`config.mk`:
```
export PLATFORM = sky130hd
export DESIGN_NAME = lzpc_ctrl
export DESIGN_NICKNAME = d
export VERILOG_FILES = /design/src/sv/lzpc_pkg.sv /design/src/sv/lzpc_ctrl.sv
export SDC_FILE = /design/constraint.sdc
export NUM_CORES = 1
export LEC_CHECK = 0
export BUFFER_PORTS_ARGS = -buffer_cell sky130_fd_sc_hd__buf_4
export CAP_MARGIN = 20
export CORE_UTILIZATION = 29
export DETAILED_ROUTE_END_ITERATION = 10
export PLACE_DENSITY = 0.53
export SLEW_MARGIN = 10
export SYNTH_ARGS = -nofsm -noshare
export SYNTH_HDL_FRONTEND = slang
export SYNTH_SLANG_ARGS = --single-unit
```
`constraint.sdc`:
```
create_clock -name clock -period 6.2 [get_ports clock]
set_input_delay 0.62 -clock clock [delete_from_list [all_inputs] [get_ports clock]]
set_output_delay 0.62 -clock clock [all_outputs]
set_load 0.02 [all_outputs]
```
`src/sv/lzpc_pkg.sv`:
```
`timescale 1ns / 1ps

package lzpc_pkg;

   localparam int MAX_PHRASES = 4096;
   localparam int TABLE_SLOTS = 8192;
   localparam int SYMBOL_BITS = 8;
   localparam int LANES       = 4;

   // slot tag: 0 marks an empty slot, live tags run 1 .. EPOCH_MAX
   localparam int EPOCH_BITS = 4;

   localparam int SYMBOL_W = 8;
   localparam int COUNT_W  = 13;

   localparam logic [31:0] HASH_MULT    = 32'd2654435761;
   localparam int          HASH_SHIFT   = 15;
   localparam int          PARENT_SHIFT = 8;

   typedef struct packed {
      logic valid;
      logic resolved;
      logic found;
   } probe_type;

   typedef struct packed {
      logic we;
      logic sweep;
   } wr_ctl_type;

endpackage

```
`src/sv/lzpc_ctrl.sv`:
```
`timescale 1ns / 1ps

module lzpc_ctrl #(
   parameter int  MAX_PHRASES = lzpc_pkg::MAX_PHRASES,
   parameter int  TABLE_SLOTS = lzpc_pkg::TABLE_SLOTS,
   parameter int  SYMBOL_BITS = lzpc_pkg::SYMBOL_BITS,
   parameter int  LANES       = lzpc_pkg::LANES,
   localparam int NODE_BITS   = $clog2(MAX_PHRASES + 1),
   localparam int SLOT_BITS   = $clog2(TABLE_SLOTS),
   localparam int LANE_BITS   = $clog2(LANES),
   localparam int WORD_BITS   = SLOT_BITS - LANE_BITS,
   localparam int ENTRY_W     = lzpc_pkg::EPOCH_BITS + 2 * NODE_BITS + SYMBOL_BITS
) (
   input  logic                            clock,
   input  logic                            reset,
   input  logic                            req_tvalid,
   output logic                            req_tready,
   input  logic [lzpc_pkg::SYMBOL_W-1:0]   req_tdata,
   input  logic                            req_tuser,
   output logic                            rsp_tvalid,
   input  logic                            rsp_tready,
   output logic [lzpc_pkg::COUNT_W-1:0]    rsp_count,
   output logic                            rsp_closed,
   output logic                            rsp_full,
   output logic [lzpc_pkg::EPOCH_BITS-1:0] epoch,
   output lzpc_pkg::probe_type             launch_flags,
   output logic [WORD_BITS-1:0]            launch_word,
   output logic [LANE_BITS-1:0]            launch_first,
   output logic [NODE_BITS-1:0]            launch_parent,
   output logic [SYMBOL_BITS-1:0]          launch_sym,
   input  lzpc_pkg::probe_type             ret_flags,
   input  logic [LANE_BITS-1:0]            ret_lane,
   input  logic [NODE_BITS-1:0]            ret_child,
   output lzpc_pkg::wr_ctl_type            wr_ctl,
   output logic [LANE_BITS-1:0]            wr_lane,
   output logic [WORD_BITS-1:0]            wr_addr,
   output logic [ENTRY_W-1:0]              wr_data
);

   localparam int WORDS      = TABLE_SLOTS / LANES;
   localparam int GROUPS     = WORDS + 1;
   localparam int GROUP_BITS = $clog2(GROUPS + 1);

   localparam logic [WORD_BITS-1:0]  LAST_WORD  = WORD_BITS'(WORDS - 1);
   localparam logic [GROUP_BITS-1:0] GROUP_INIT = GROUP_BITS'(GROUPS);
   localparam logic [NODE_BITS-1:0]  MAX_COUNT  = NODE_BITS'(MAX_PHRASES);
   localparam logic [lzpc_pkg::SYMBOL_W-1:0] SYM_MASK =
      lzpc_pkg::SYMBOL_W'((1 << SYMBOL_BITS) - 1);
   localparam logic [lzpc_pkg::EPOCH_BITS-1:0] EPOCH_FIRST = lzpc_pkg::EPOCH_BITS'(1);
   localparam logic [lzpc_pkg::EPOCH_BITS-1:0] EPOCH_MAX =
      lzpc_pkg::EPOCH_BITS'((1 << lzpc_pkg::EPOCH_BITS) - 1);

   localparam logic [2:0] S_CLEAR  = 3'd0;
   localparam logic [2:0] S_IDLE   = 3'd1;
   localparam logic [2:0] S_HASH   = 3'd2;
   localparam logic [2:0] S_MIX    = 3'd3;
   localparam logic [2:0] S_LAUNCH = 3'd4;
   localparam logic [2:0] S_WAIT   = 3'd5;
   localparam logic [2:0] S_DONE   = 3'd6;

   logic [2:0]                      state_ff, state_in;
   logic [lzpc_pkg::EPOCH_BITS-1:0] epoch_ff, epoch_in;
   logic                            item_ff, item_in;
   logic [WORD_BITS-1:0]            sweep_addr_ff, sweep_addr_in;
   logic [lzpc_pkg::SYMBOL_W-1:0]   sym_ff, sym_in;
   logic [NODE_BITS-1:0]            node_ff, node_in;
   logic [NODE_BITS-1:0]            count_ff, count_in;
   logic [31:0]                     prod_ff, prod_in;
   logic [WORD_BITS-1:0]            word_ff, word_in;
   logic [LANE_BITS-1:0]            first_ff, first_in;
   logic [GROUP_BITS-1:0]           groups_ff, groups_in;
   logic                            closed_ff, closed_in;
   logic                            dropped_ff, dropped_in;
   lzpc_pkg::wr_ctl_type            wr_ctl_ff, wr_ctl_in;
   logic [LANE_BITS-1:0]            wr_lane_ff, wr_lane_in;
   logic [WORD_BITS-1:0]            wr_addr_ff, wr_addr_in;
   logic [ENTRY_W-1:0]              wr_data_ff, wr_data_in;
   logic                            rsp_tvalid_ff, rsp_tvalid_in;
   logic [lzpc_pkg::COUNT_W-1:0]    rsp_count_ff, rsp_count_in;
   logic                            rsp_closed_ff, rsp_closed_in;
   logic                            rsp_full_ff, rsp_full_in;

   logic [31:0]          key;
   logic [31:0]          mix;
   logic [SLOT_BITS-1:0] slot;
   logic [31:0]          count_wide;
   logic [NODE_BITS-1:0] count_inc;

   assign key = (32'(node_ff) << lzpc_pkg::PARENT_SHIFT) ^ 32'(sym_ff);
   assign mix = prod_ff ^ (prod_ff >> lzpc_pkg::HASH_SHIFT);
   assign slot       = mix[SLOT_BITS-1:0];
   assign count_wide = 32'(count_ff);
   assign count_inc  = NODE_BITS'(count_ff + 1'b1);

   always_comb begin
      state_in      = state_ff;
      epoch_in      = epoch_ff;
      item_in       = item_ff;
      sweep_addr_in = sweep_addr_ff;
      sym_in        = sym_ff;
      node_in       = node_ff;
      count_in      = count_ff;
      prod_in       = prod_ff;
      word_in       = word_ff;
      first_in      = first_ff;
      groups_in     = groups_ff;
      closed_in     = closed_ff;
      dropped_in    = dropped_ff;
      wr_ctl_in     = '0;
      wr_lane_in    = wr_lane_ff;
      wr_addr_in    = wr_addr_ff;
      wr_data_in    = wr_data_ff;
      rsp_tvalid_in = rsp_tvalid_ff;
      rsp_count_in  = rsp_count_ff;
      rsp_closed_in = rsp_closed_ff;
      rsp_full_in   = rsp_full_ff;

      if (rsp_tvalid_ff && rsp_tready) begin
         rsp_tvalid_in = 1'b0;
      end

      unique case (state_ff)
         S_CLEAR: begin
            wr_ctl_in.we    = 1'b1;
            wr_ctl_in.sweep = 1'b1;
            wr_addr_in      = sweep_addr_ff;
            wr_data_in      = '0;
            sweep_addr_in   = sweep_addr_ff + 1'b1;
            if (sweep_addr_ff == LAST_WORD) begin
               epoch_in = EPOCH_FIRST;
               item_in  = 1'b0;
               state_in = item_ff ? S_HASH : S_IDLE;
            end
         end
         S_IDLE: begin
            if (req_tvalid) begin
               sym_in   = req_tdata & SYM_MASK;
               state_in = S_HASH;
               if (req_tuser) begin
                  node_in  = '0;
                  count_in = '0;
                  if (epoch_ff == EPOCH_MAX) begin
                     item_in       = 1'b1;
                     sweep_addr_in = '0;
                     state_in      = S_CLEAR;
                  end else begin
                     epoch_in = epoch_ff + 1'b1;
                  end
               end
            end
         end
         S_HASH: begin
            prod_in  = key * lzpc_pkg::HASH_MULT;
            state_in = S_MIX;
         end
         S_MIX: begin
            word_in   = slot[SLOT_BITS-1:LANE_BITS];
            first_in  = slot[LANE_BITS-1:0];
            groups_in = GROUP_INIT;
            state_in  = S_LAUNCH;
         end
         S_LAUNCH: begin
            groups_in = groups_ff - 1'b1;
            state_in  = S_WAIT;
         end
         S_WAIT: begin
            if (ret_flags.valid) begin
               if (ret_flags.resolved) begin
                  closed_in  = 1'b0;
                  dropped_in = 1'b0;
                  state_in   = S_DONE;
                  if (ret_flags.found) begin
                     node_in = ret_child;
                  end else begin
                     node_in = '0;
                     if (count_ff >= MAX_COUNT) begin
                        dropped_in = 1'b1;
                     end else begin
                        wr_ctl_in.we = 1'b1;
                        wr_lane_in   = ret_lane;
                        wr_addr_in   = word_ff;
                        wr_data_in   = {epoch_ff, node_ff, sym_ff[SYMBOL_BITS-1:0], count_inc};
                        count_in     = count_inc;
                        closed_in    = 1'b1;
                     end
                  end
               end else if (groups_ff == '0) begin
                  // every slot occupied and no match
                  closed_in  = 1'b0;
                  dropped_in = 1'b1;
                  node_in    = '0;
                  state_in   = S_DONE;
               end else begin
                  word_in  = word_ff + 1'b1;
                  first_in = '0;
                  state_in = S_LAUNCH;
               end
            end
         end
         S_DONE: begin
            if (!rsp_tvalid_ff || rsp_tready) begin
               rsp_tvalid_in = 1'b1;
               rsp_count_in  = count_wide[lzpc_pkg::COUNT_W-1:0];
               rsp_closed_in = closed_ff;
               rsp_full_in   = dropped_ff || count_ff >= MAX_COUNT;
               state_in      = S_IDLE;
            end
         end
         default: begin
            state_in = S_IDLE;
         end
      endcase
   end

   always_ff @(posedge clock) begin
      if (reset) begin
         state_ff      <= S_CLEAR;
         epoch_ff      <= EPOCH_FIRST;
         item_ff       <= 1'b0;
         sweep_addr_ff <= '0;
         node_ff       <= '0;
         count_ff      <= '0;
         wr_ctl_ff     <= '0;
         rsp_tvalid_ff <= 1'b0;
      end else begin
         state_ff      <= state_in;
         epoch_ff      <= epoch_in;
         item_ff       <= item_in;
         sweep_addr_ff <= sweep_addr_in;
         node_ff       <= node_in;
         count_ff      <= count_in;
         wr_ctl_ff     <= wr_ctl_in;
         rsp_tvalid_ff <= rsp_tvalid_in;
      end
      sym_ff        <= sym_in;
      prod_ff       <= prod_in;
      word_ff       <= word_in;
      first_ff      <= first_in;
      groups_ff     <= groups_in;
      closed_ff     <= closed_in;
      dropped_ff    <= dropped_in;
      wr_lane_ff    <= wr_lane_in;
      wr_addr_ff    <= wr_addr_in;
      wr_data_ff    <= wr_data_in;
      rsp_count_ff  <= rsp_count_in;
      rsp_closed_ff <= rsp_closed_in;
      rsp_full_ff   <= rsp_full_in;
   end

   assign req_tready = state_ff == S_IDLE;
   assign rsp_tvalid = rsp_tvalid_ff;
   assign rsp_count  = rsp_count_ff;
   assign rsp_closed = rsp_closed_ff;
   assign rsp_full   = rsp_full_ff;
   assign epoch      = epoch_ff;

   always_comb begin
      launch_flags          = '0;
      launch_flags.valid    = state_ff == S_LAUNCH;
   end
   assign launch_word   = word_ff;
   assign launch_first  = first_ff;
   assign launch_parent = node_ff;
   assign launch_sym    = sym_ff[SYMBOL_BITS-1:0];

   assign wr_ctl  = wr_ctl_ff;
   assign wr_lane = wr_lane_ff;
   assign wr_addr = wr_addr_ff;
   assign wr_data = wr_data_ff;

endmodule

```
After elaboration in Yosys (flattened, before gate mapping):

Index checks and enable logic that the tools add are counted.

* $add $sub $neg: 5
* multiply operators: 1
* div/mod/pow operators: 0
* order comparisons: 1
* equal/unequal tests: 21
* shift operators: 0
* multiplexer cells: 70
* bitwise gates (word level): 4
* reductions and logical operators: 24

Operator list (count)
* $mux W38: 4
* $mux W13: 10
* $mux W11: 10
* $pmux W38 S2: 1
* $pmux W11 S2: 3
* $pmux W13 S2: 2
* $mul A21 B32 Y28 const B: 1
* $reduce_and A5 Y1: 5
* $pmux W12 S2: 1
* $add A11 B1 Y11 const B: 2
* $pmux W3 S7: 1
* $xor A21 B8 Y21: 1
* $ne A2 B2 Y1 const B: 10
* $mux W1: 18
* $mux W4: 4
* $mux W3: 5
* $mux W2: 7
* $add A13 B1 Y13 const B: 1
* $ge A13 B13 Y1 const B: 1
* $xor A13 B13 Y13: 1
* $logic_not A12 Y1: 1
* $reduce_and A4 Y1: 3
* $reduce_bool A2 Y1: 6
* $sub A12 B1 Y12 const B: 1
* 19 further kinds: 27

* register bits: 177
* latch bits: 0
* bits in writable memories: 0
* bits in read-only memories: 0
* output and inout port bits: 111
* logic and storage cells: 148
* memories: 0

Logic depth before layout (Yosys ltp):

Gate-level depths: netlist (run 1).

* word-level depth: 6
* mapped depth: 21
* depth with buffers taken out: 21

Worst setup path after synthesis (run 1):

OpenSTA, ideal clock, no wires.

* kind: register to register
* start point: reg sym_ff (netlist bit launch_sym[3])
* end point: reg prod_ff[26], data pin
* data arrival time: 5.583 ns
* required time: 5.935 ns
* slack: 0.352 ns
* cell stages (with the launch flop): 20
* path buffers: 0
* period minus slack after synthesis: 5.848 ns
* path through: edfxtp_1 ha_1 inv_1 fa_1 fa_1 inv_1 fa_1 fa_1 fa_1 inv_1 fa_1 inv_1 ha_1 a21o_1 a21o_1 a21o_1 a21o_1 a21oi_1 a32oi_1 xor2_1

* longest elaborated chain between the ends: 2

RTL lines
* start: declaration: RTL line lzpc_ctrl.sv:65 `logic [lzpc_pkg::SYMBOL_W-1:0] sym_ff, sym_in;`
* start signal: assignment: RTL line lzpc_ctrl.sv:235 `sym_ff <= sym_in;`
* $xor A21 B8 Y21: RTL line lzpc_ctrl.sv:89 `assign key = (32'(node_ff) << lzpc_pkg::PARENT_SHIFT) ^ 32'(sym_ff);`
* $mul A21 B32 Y28: RTL line lzpc_ctrl.sv:153 `prod_in = key * lzpc_pkg::HASH_MULT;`
* end signal: assignment: RTL line lzpc_ctrl.sv:236 `prod_ff <= prod_in;`
* end: declaration: RTL line lzpc_ctrl.sv:68 `logic [31:0] prod_ff, prod_in;`

No other way between the ends.
A chain may end at the register's enable or synchronous reset.

Final worst setup path (run 1):

* start point: reg sym_ff (netlist bit launch_sym[5])
* end point: reg prod_ff[26], data pin

The elaborated chain is that of the path after synthesis.

==> impl_metrics.yaml, run 1 <==
outcome:
  status: "finished clean"
cells_and_area:
  layout.cells.non_filler: 1934
  n_fill_cell: 4389
  syn_to_final_growth_pct: 19.8
  fin_area_sq_mm: 0.0154
  drive_gt1_share_pct: 17.0
  nNetsFinal: 1622
  antennaDiodeCount: 0
sta:
  hold_viol: 0
  max_slew.worst_pin.slew_ns: 0.922
  rsz0062_at_grt: "yes"
  maxSlewViolCount: 0
  finalSetupViolCount: 0
  timing.fmax_ghz: 0.166
  skew_ns: 0.0148
  min_period_ns: 6.01
  post-route-period-util_pct: 97.0
  finalSetupTns_ns: 0
  slew_headroom_pct: 38.6
run:
  cap_violations: 0
global_routing:
  grt_pass1_vias: 8826
  grt_max_degree: 38
  overflow: 0
  grt_pass1_wl_um: 51800
  track_usage_pct: 15.6
  antenna_found_initial: 0
cts:
  cts_hold_buf: 0
  cts_tree: "done"
  root_buffer: "clkbuf_16"
  cts_sinks: 175
  worstSkewPairLatency_ns: 0.45
  cts_buffer_depth: 2
  cts_buffers: 17
  htree_num_levels: 4
  cts.clk_slew.worst_paths_ns: 0.07
synthesis:
  synth_top_area_share_pct: 29.7
  synth_mux_area_share_pct: 1.17
  async_flop_share_pct: 0
  yosysTopAreaCell: "edfxtp_1"
  ys_seq_area_share_pct: 37.1
  synth_xor_area_share_pct: 5.86
  synth_top_family_by_area: "adder cells"
  synth_warnings: 0
  synth-simple-area-share_pct: 10.0
  netlist_area_sq_mm: 0.0129
  synth_common_cells: "227 x inv_1, 131 x fa_1, 127 x edfxtp_1"
  synthFlopType: "edfxtp_1"
  syn-mean-instance-area_sq_um: 11.0
  synth.most_common_cell: "inv_1"
  yosys-top-cells-area: "edfxtp_1 30%, fa_1 20%, ha_1 12%, dfxtp_1 7.5%, inv_1 6.6%"
  yosys.cell_types.count: 58
  ys_ff_latch: 175
  yosys.area_share.adder_pct: 32.5
  synthCells: 1167
  synth_edf_count: 127
  synth-compound-area-share_pct: 5.75
drt:
  antenna_left: 0
  wl_per_cell_um: 17.5
  routed_wl_um: 33900
  drt-initial-drc-count: 455
  drt-pass1-iter-count: 5
  drc: 0
  vias_per_cell: 4.43
  vias: 8568
worst_setup_path:
  critPathKind: "reg2reg"
  crit_path_frequent_cell: "fa_1"
  crit_buf_inv: 4
  cp_data_required_time_ns: 6.39
  cp-end-kind: "flip-flop"
  worst-path-max-fanout: 8
  cpLargestDelayFamily: "adder cells"
  startpoint_type: "flip-flop"
  reg2regPathDepth: 19
  cp_cell_sequence: "ha_1 -> inv_1 -> fa_1 -> fa_1 -> inv_1 -> fa_1 -> fa_1 -> fa_1 -> inv_1 -> fa_1 -> inv_1 -> ha_1 -> a21o_1 -> a21o_1 -> a21o_1 -> a21o_1 -> a21oi_1 -> a32oi_1 -> xor2_1"
  max_stage_delay_ns: 0.55
  cp.arrival_ns: 6.20
  path_depth: 19
  critPathSlowestCell: "fa_1"
worst_hold_path:
  hold_path_class: "in2reg"
  holdPathStages: 1
die:
  rows: 76
  die_w_um: 213
  die_h_um: 213
  die-area_sq_mm: 0.0452
  start_util_pct: 29.6
  io_pins: 142
  core_sq_mm: 0.0434
power:
  power_leakage_nw: 7.07
  ir_drop_uv: 197
  power_density_mw_per_mm2: 154
placed_design:
  io_buffer_count: 139
  post-place-cells: 1899
  placed_cell_area_sq_mm: 0.0148
  hpwl_um: 27700
  globalplace.congestion: 0.880
[routing by layer]
layer  track usage [%]  routed length (um)  vias up
met5                 0                   0        -
met4              3.77                 346        0
met3              2.66                1370       26
met2              25.4               16200      159
met1              21.4               16000     4251
li1                  -                   -     4132
[sequential cells by signal, summed over array words and instances, names as in the netlist, 2 cells and up]
register       count
count_ff          13
epoch              4
groups_ff         12
launch_first       2
launch_parent     13
launch_sym         8
launch_word       11
prod_ff           26
rsp_count         13
state_ff           3
sweep_addr_ff     11
wr_addr           11
wr_ctl             2
wr_data           38
wr_lane            2
[worst register-to-register path, cell delays in order, from the launching register on]
cell	delay [ns]
edfxtp_1	0.54
ha_1	0.38
inv_1	0.09
fa_1	0.53
fa_1	0.54
inv_1	0.05
fa_1	0.52
fa_1	0.46
fa_1	0.55
inv_1	0.05
fa_1	0.52
inv_1	0.04
ha_1	0.30
a21o_1	0.18
a21o_1	0.17
a21o_1	0.18
a21o_1	0.17
a21oi_1	0.19
a32oi_1	0.14
xor2_1	0.16
[layout by cell type, fill, tap and decap left out, drive strengths merged, types with 3 or more instances in the layout]
cell / netlist / layout
and2: 3 / 3
and3: 24 / 24
a22oi: 10 / 10
a31oi: 3 / 3
nand4: 7 / 7
dfxtp: 48 / 48
o21ai: 25 / 25
buf: 8 / 177
ha: 124 / 124
xnor2: 46 / 46
a211oi: 6 / 6
a21oi: 30 / 30
or2: 4 / 4
nor2b: 13 / 13
nor3: 7 / 7
xor2: 40 / 40
nand2: 73 / 73
clkbuf: 20 / 19
or3: 4 / 4
nand3: 21 / 21
edfxtp: 127 / 127
clkinv: 0 / 3
and4: 5 / 5
nor2: 99 / 99
nand2b: 6 / 6
mux2i: 15 / 15
fa: 131 / 131
inv: 227 / 234
a21o: 13 / 13
o21a: 6 / 6
[final cells by class]
cell class	count	area (sq um)	area share, %
tap	585	732	4.75
multi-input combinational	738	7130	46.3
inverter	227	852	5.53
clock inverter	13	148	0.959
clock buffer	19	433	2.81
sequential	175	4770	31.0
timing repair buffer	177	1330	8.63
[path summary, 6_finish.rpt]
check	from	endpoint	slack [ns]
setup / recovery	launch_sym[5]	prod_ff[26]	0.19
hold / removal	req_tdata[0]	launch_sym[0]	0.35
setup reg to reg	launch_sym[5]	prod_ff[26]	0.19
hold reg to reg	closed_ff	rsp_closed	0.42
[what timing repair did]
action | in CTS | in global routing
setup endpoints to repair | 0 | 6
hold endpoints to repair | 0 | 0
setup buffers | 0 | 3
gates resized for setup | 0 | 6
[through the flow]
| stage | worst slack, ns | hold WS [ns] | utilization, % | total power (W) |
|---|---|---|---|---|
| finish | 0.188 | 0.347 | 35.5 | 0.00237 |
| CTS | 0.156 | 0.320 | 35.4 | 0.00240 |
| floorplan | 0.352 | 0.400 | - | 0.00129 |
| global route | -0.0189 | 0.321 | 35.5 | 0.00244 |
| detailed placement | 0.171 | 0.405 | 34.1 | 0.00131 |
| global placement | 0.228 | 0.405 | 34.1 | 0.00131 |
[where the power goes]
group          leakage [nW]  internal, W  switching [W]   total, W
clock network         0.278     0.000571       0.000515    0.00109
registers              1.67      0.00124     0.00000290    0.00125
logic                  5.12    0.0000193      0.0000223  0.0000416
total                  7.07      0.00183       0.000540    0.00237
[logic make-up after synthesis]
group           after synthesis
simple gates                272
fa+ha+maj                   255
buf+inv                     255
flops                       175
compound gates              108
xor+xnor                     86
mux                          15
other cells                   1
(Power assumes the default switching activity.)
==> inputs of run 2 (changes only) <==
--- a/config.mk
+++ b/config.mk
@@ -7,6 +7,7 @@
 export LEC_CHECK = 0
 export BUFFER_PORTS_ARGS = -buffer_cell sky130_fd_sc_hd__buf_4
 export CAP_MARGIN = 20
+export CORE_ASPECT_RATIO = 1.5
 export CORE_UTILIZATION = 29
 export DETAILED_ROUTE_END_ITERATION = 10
 export PLACE_DENSITY = 0.53
==> run 2 against run 1 <==
- routed wire length increased by 1.7%
- sequential power about the same
- sequential cell count unchanged
- global-route usage increased by 0.12 points
- critical endpoint is now prod_ff[25]
- combinational power decreased by 1%
- core utilization decreased by 0.37 points
- worst hold slack got worse by 0.0026 ns
- first-iteration DRC count increased by 11%
- via count decreased by 0.49%
- critical path type unchanged
- clock power about the same
- setup slack improved by 0.060 ns
- total power decreased by 1.1%
==> impl_metrics.yaml, run 2 (synthesis gave the netlist of run 1 again) <==
cts:
  cts_sinks: 175
  cts_tree: "done"
  cts_buffers: 17
  root_buffer: "clkbuf_16"
  cts_buffer_depth: 2
  worstSkewPairLatency_ns: 0.45
  cts_hold_buf: 0
  cts.clk_slew.worst_paths_ns: 0.08
  htree_num_levels: 4
sta:
  post-route-period-util_pct: 96.0
  hold_ws_ns: 0.344
  slew_headroom_pct: 40.7
  skew_ns: 0.0146
  setup_ws_ns: 0.248
  max_slew.worst_pin.slew_ns: 0.889
  hold_viol: 0
  finalSetupViolCount: 0
  rsz0062_at_grt: "yes"
  maxSlewViolCount: 0
  min_period_ns: 5.95
  timing.fmax_ghz: 0.168
worst_hold_path:
  hold_path_class: "in2reg"
die:
  core_sq_mm: 0.0438
  rows: 94
  start_util_pct: 29.4
  die-area_sq_mm: 0.0452
  die_h_um: 260
  die_w_um: 174
  io_pins: 142
worst_setup_path:
  reg2regPathDepth: 19
  critical_path.startpoint: "launch_sym[3]"
  critPathSlowestCell: "fa_2"
  cp_cell_sequence: "fa_2 -> xor2_1 -> ha_1 -> fa_1 -> fa_1 -> fa_1 -> fa_1 -> inv_1 -> fa_1 -> inv_1 -> ha_2 -> o2111ai_1 -> a21oi_1 -> o21ai_1 -> a31oi_1 -> buf_4 -> nand2_1 -> a21oi_1 -> xor2_1"
  worst-path-max-fanout: 6
  rr_startpoint: "launch_sym[3]"
  cp.arrival_ns: 6.19
  crit_path_frequent_cell: "fa_1"
  max_stage_delay_ns: 0.65
  cp-end-kind: "flip-flop"
  cp_data_required_time_ns: 6.44
  startpoint_type: "flip-flop"
  rrSetupSlack_ns: 0.25
  r2r_end: "prod_ff[25]"
  critPathKind: "reg2reg"
  critPathCapture: "prod_ff[25]"
global_routing:
  use_met2_pct: 30.1
  top_usage_layer: "met2"
  grt_max_degree: 38
  antenna_found_initial: 0
  met3_usage_pct: 2.05
  track_usage_pct: 15.7
  grt_pass1_wl_um: 53000
  grt_pass1_vias: 9075
  met1_usage_pct: 17.2
  overflow: 0
drt:
  drt-initial-drc-count: 503
  antenna_left: 0
  drt-pass1-iter-count: 4
  vias: 8526
  drc: 0
  routed_wl_um: 34400
  wl_per_cell_um: 17.9
  vias_per_cell: 4.43
cells_and_area:
  mostFrequentLayoutCell: "inv_1"
  fin_area_sq_mm: 0.0154
  syn_to_final_growth_pct: 19.6
  layout.cells.non_filler: 1926
  final_cell_mix: "227 x inv_1, 178 x buf_4, 130 x fa_1, 127 x edfxtp_1, 122 x ha_1"
  drive_gt1_share_pct: 17.1
  largest_reg_flops: 38
  final_util_pct: 35.1
  nNetsFinal: 1623
  antennaDiodeCount: 0
power:
  power_switching_w: 0.000525
  power_leakage_nw: 7.06
  swShare_pct: 22.4
  p_comb_share_pct: 1.8
  ir_drop_uv: 187
  power_frac_seq_pct: 53.1
  power_density_mw_per_mm2: 153
  p_int_w: 0.00182
  clkPwrFrac_pct: 45.2
run:
  cap_violations: 0
placed_design:
  hpwl_um: 28500
  dp_slack_ns: 0.0990
  io_buffer_count: 139
  post-place-cells: 1887
  placed_cell_area_sq_mm: 0.0147
  globalplace.congestion: 0.861
outcome:
  status: "finished clean"
## run 2: power groups by stage
| stage | logic, W | registers [W] | clock network (W) |
|---|---|---|---|
| 2_1_floorplan | 0.0000133 | 0.00127 | 0 |
| 3_3_place_gp | 0.0000420 | 0.00127 | 0 |
| 3_5_place_dp | 0.0000420 | 0.00127 | 0 |
| 4_1_cts | 0.0000421 | 0.00125 | 0.00109 |
| 5_1_grt | 0.0000447 | 0.00125 | 0.00113 |
| 6_report | 0.0000411 | 0.00125 | 0.00106 |
## run 2: layer usage
layer  part of all wire [%]  vias to the layer above
met5                      0                        -
met4                    3.2                        0
met3                    3.0                       31
met2                     55                      156
met1                     39                     4215
li1                       -                     4124
## run 2: worst min path at each step
stage / end / startpoint / cells after the start / slack (ns)
3_5_place_dp: rsp_closed / closed_ff / 0 / 0.41
4_1_cts: launch_sym[7] / req_tdata[7] / 1 / 0.32
5_1_grt: wr_lane[0] / ret_lane[0] / 1 / 0.33
3_3_place_gp: rsp_closed / closed_ff / 0 / 0.41
2_1_floorplan: rsp_closed / closed_ff / 0 / 0.40
6_report: wr_lane[0] / ret_lane[0] / 1 / 0.34
## run 2: area by class of cell
type,instances,area [sq um]
flip-flops and latches,175,4780
clock inverters,14,131
multi-input cells,738,7130
well taps,576,721
fillers,4407,28400
clock buffers,18,429
repair buffers,178,1340
inverters,227,852
## run 2: stage by stage
step / total power [W] / TNS [ns]
3_3_place_gp: 0.00131 / 0
4_1_cts: 0.00238 / 0
6_report: 0.00235 / 0
2_1_floorplan: 0.00129 / 0
3_5_place_dp: 0.00131 / 0
5_1_grt: 0.00242 / -0.0808
## run 2: worst max-delay path: cells and delay by family, from the launching register on
kind | cells | cell delay (ns)
adder cells (fa/ha/maj) | 8 | 3.81
flip-flops | 1 | 0.46
buffers and inverters | 3 | 0.26
XOR/XNOR | 2 | 0.43
AND/OR/NAND/NOR | 1 | 0.07
AO/OA/AOI/OAI | 5 | 0.72
## run 2: timing repair
action	in CTS	in global routing
endpoints found under the setup margin	0	5
setup buffers	0	7
resized for setup	0	6
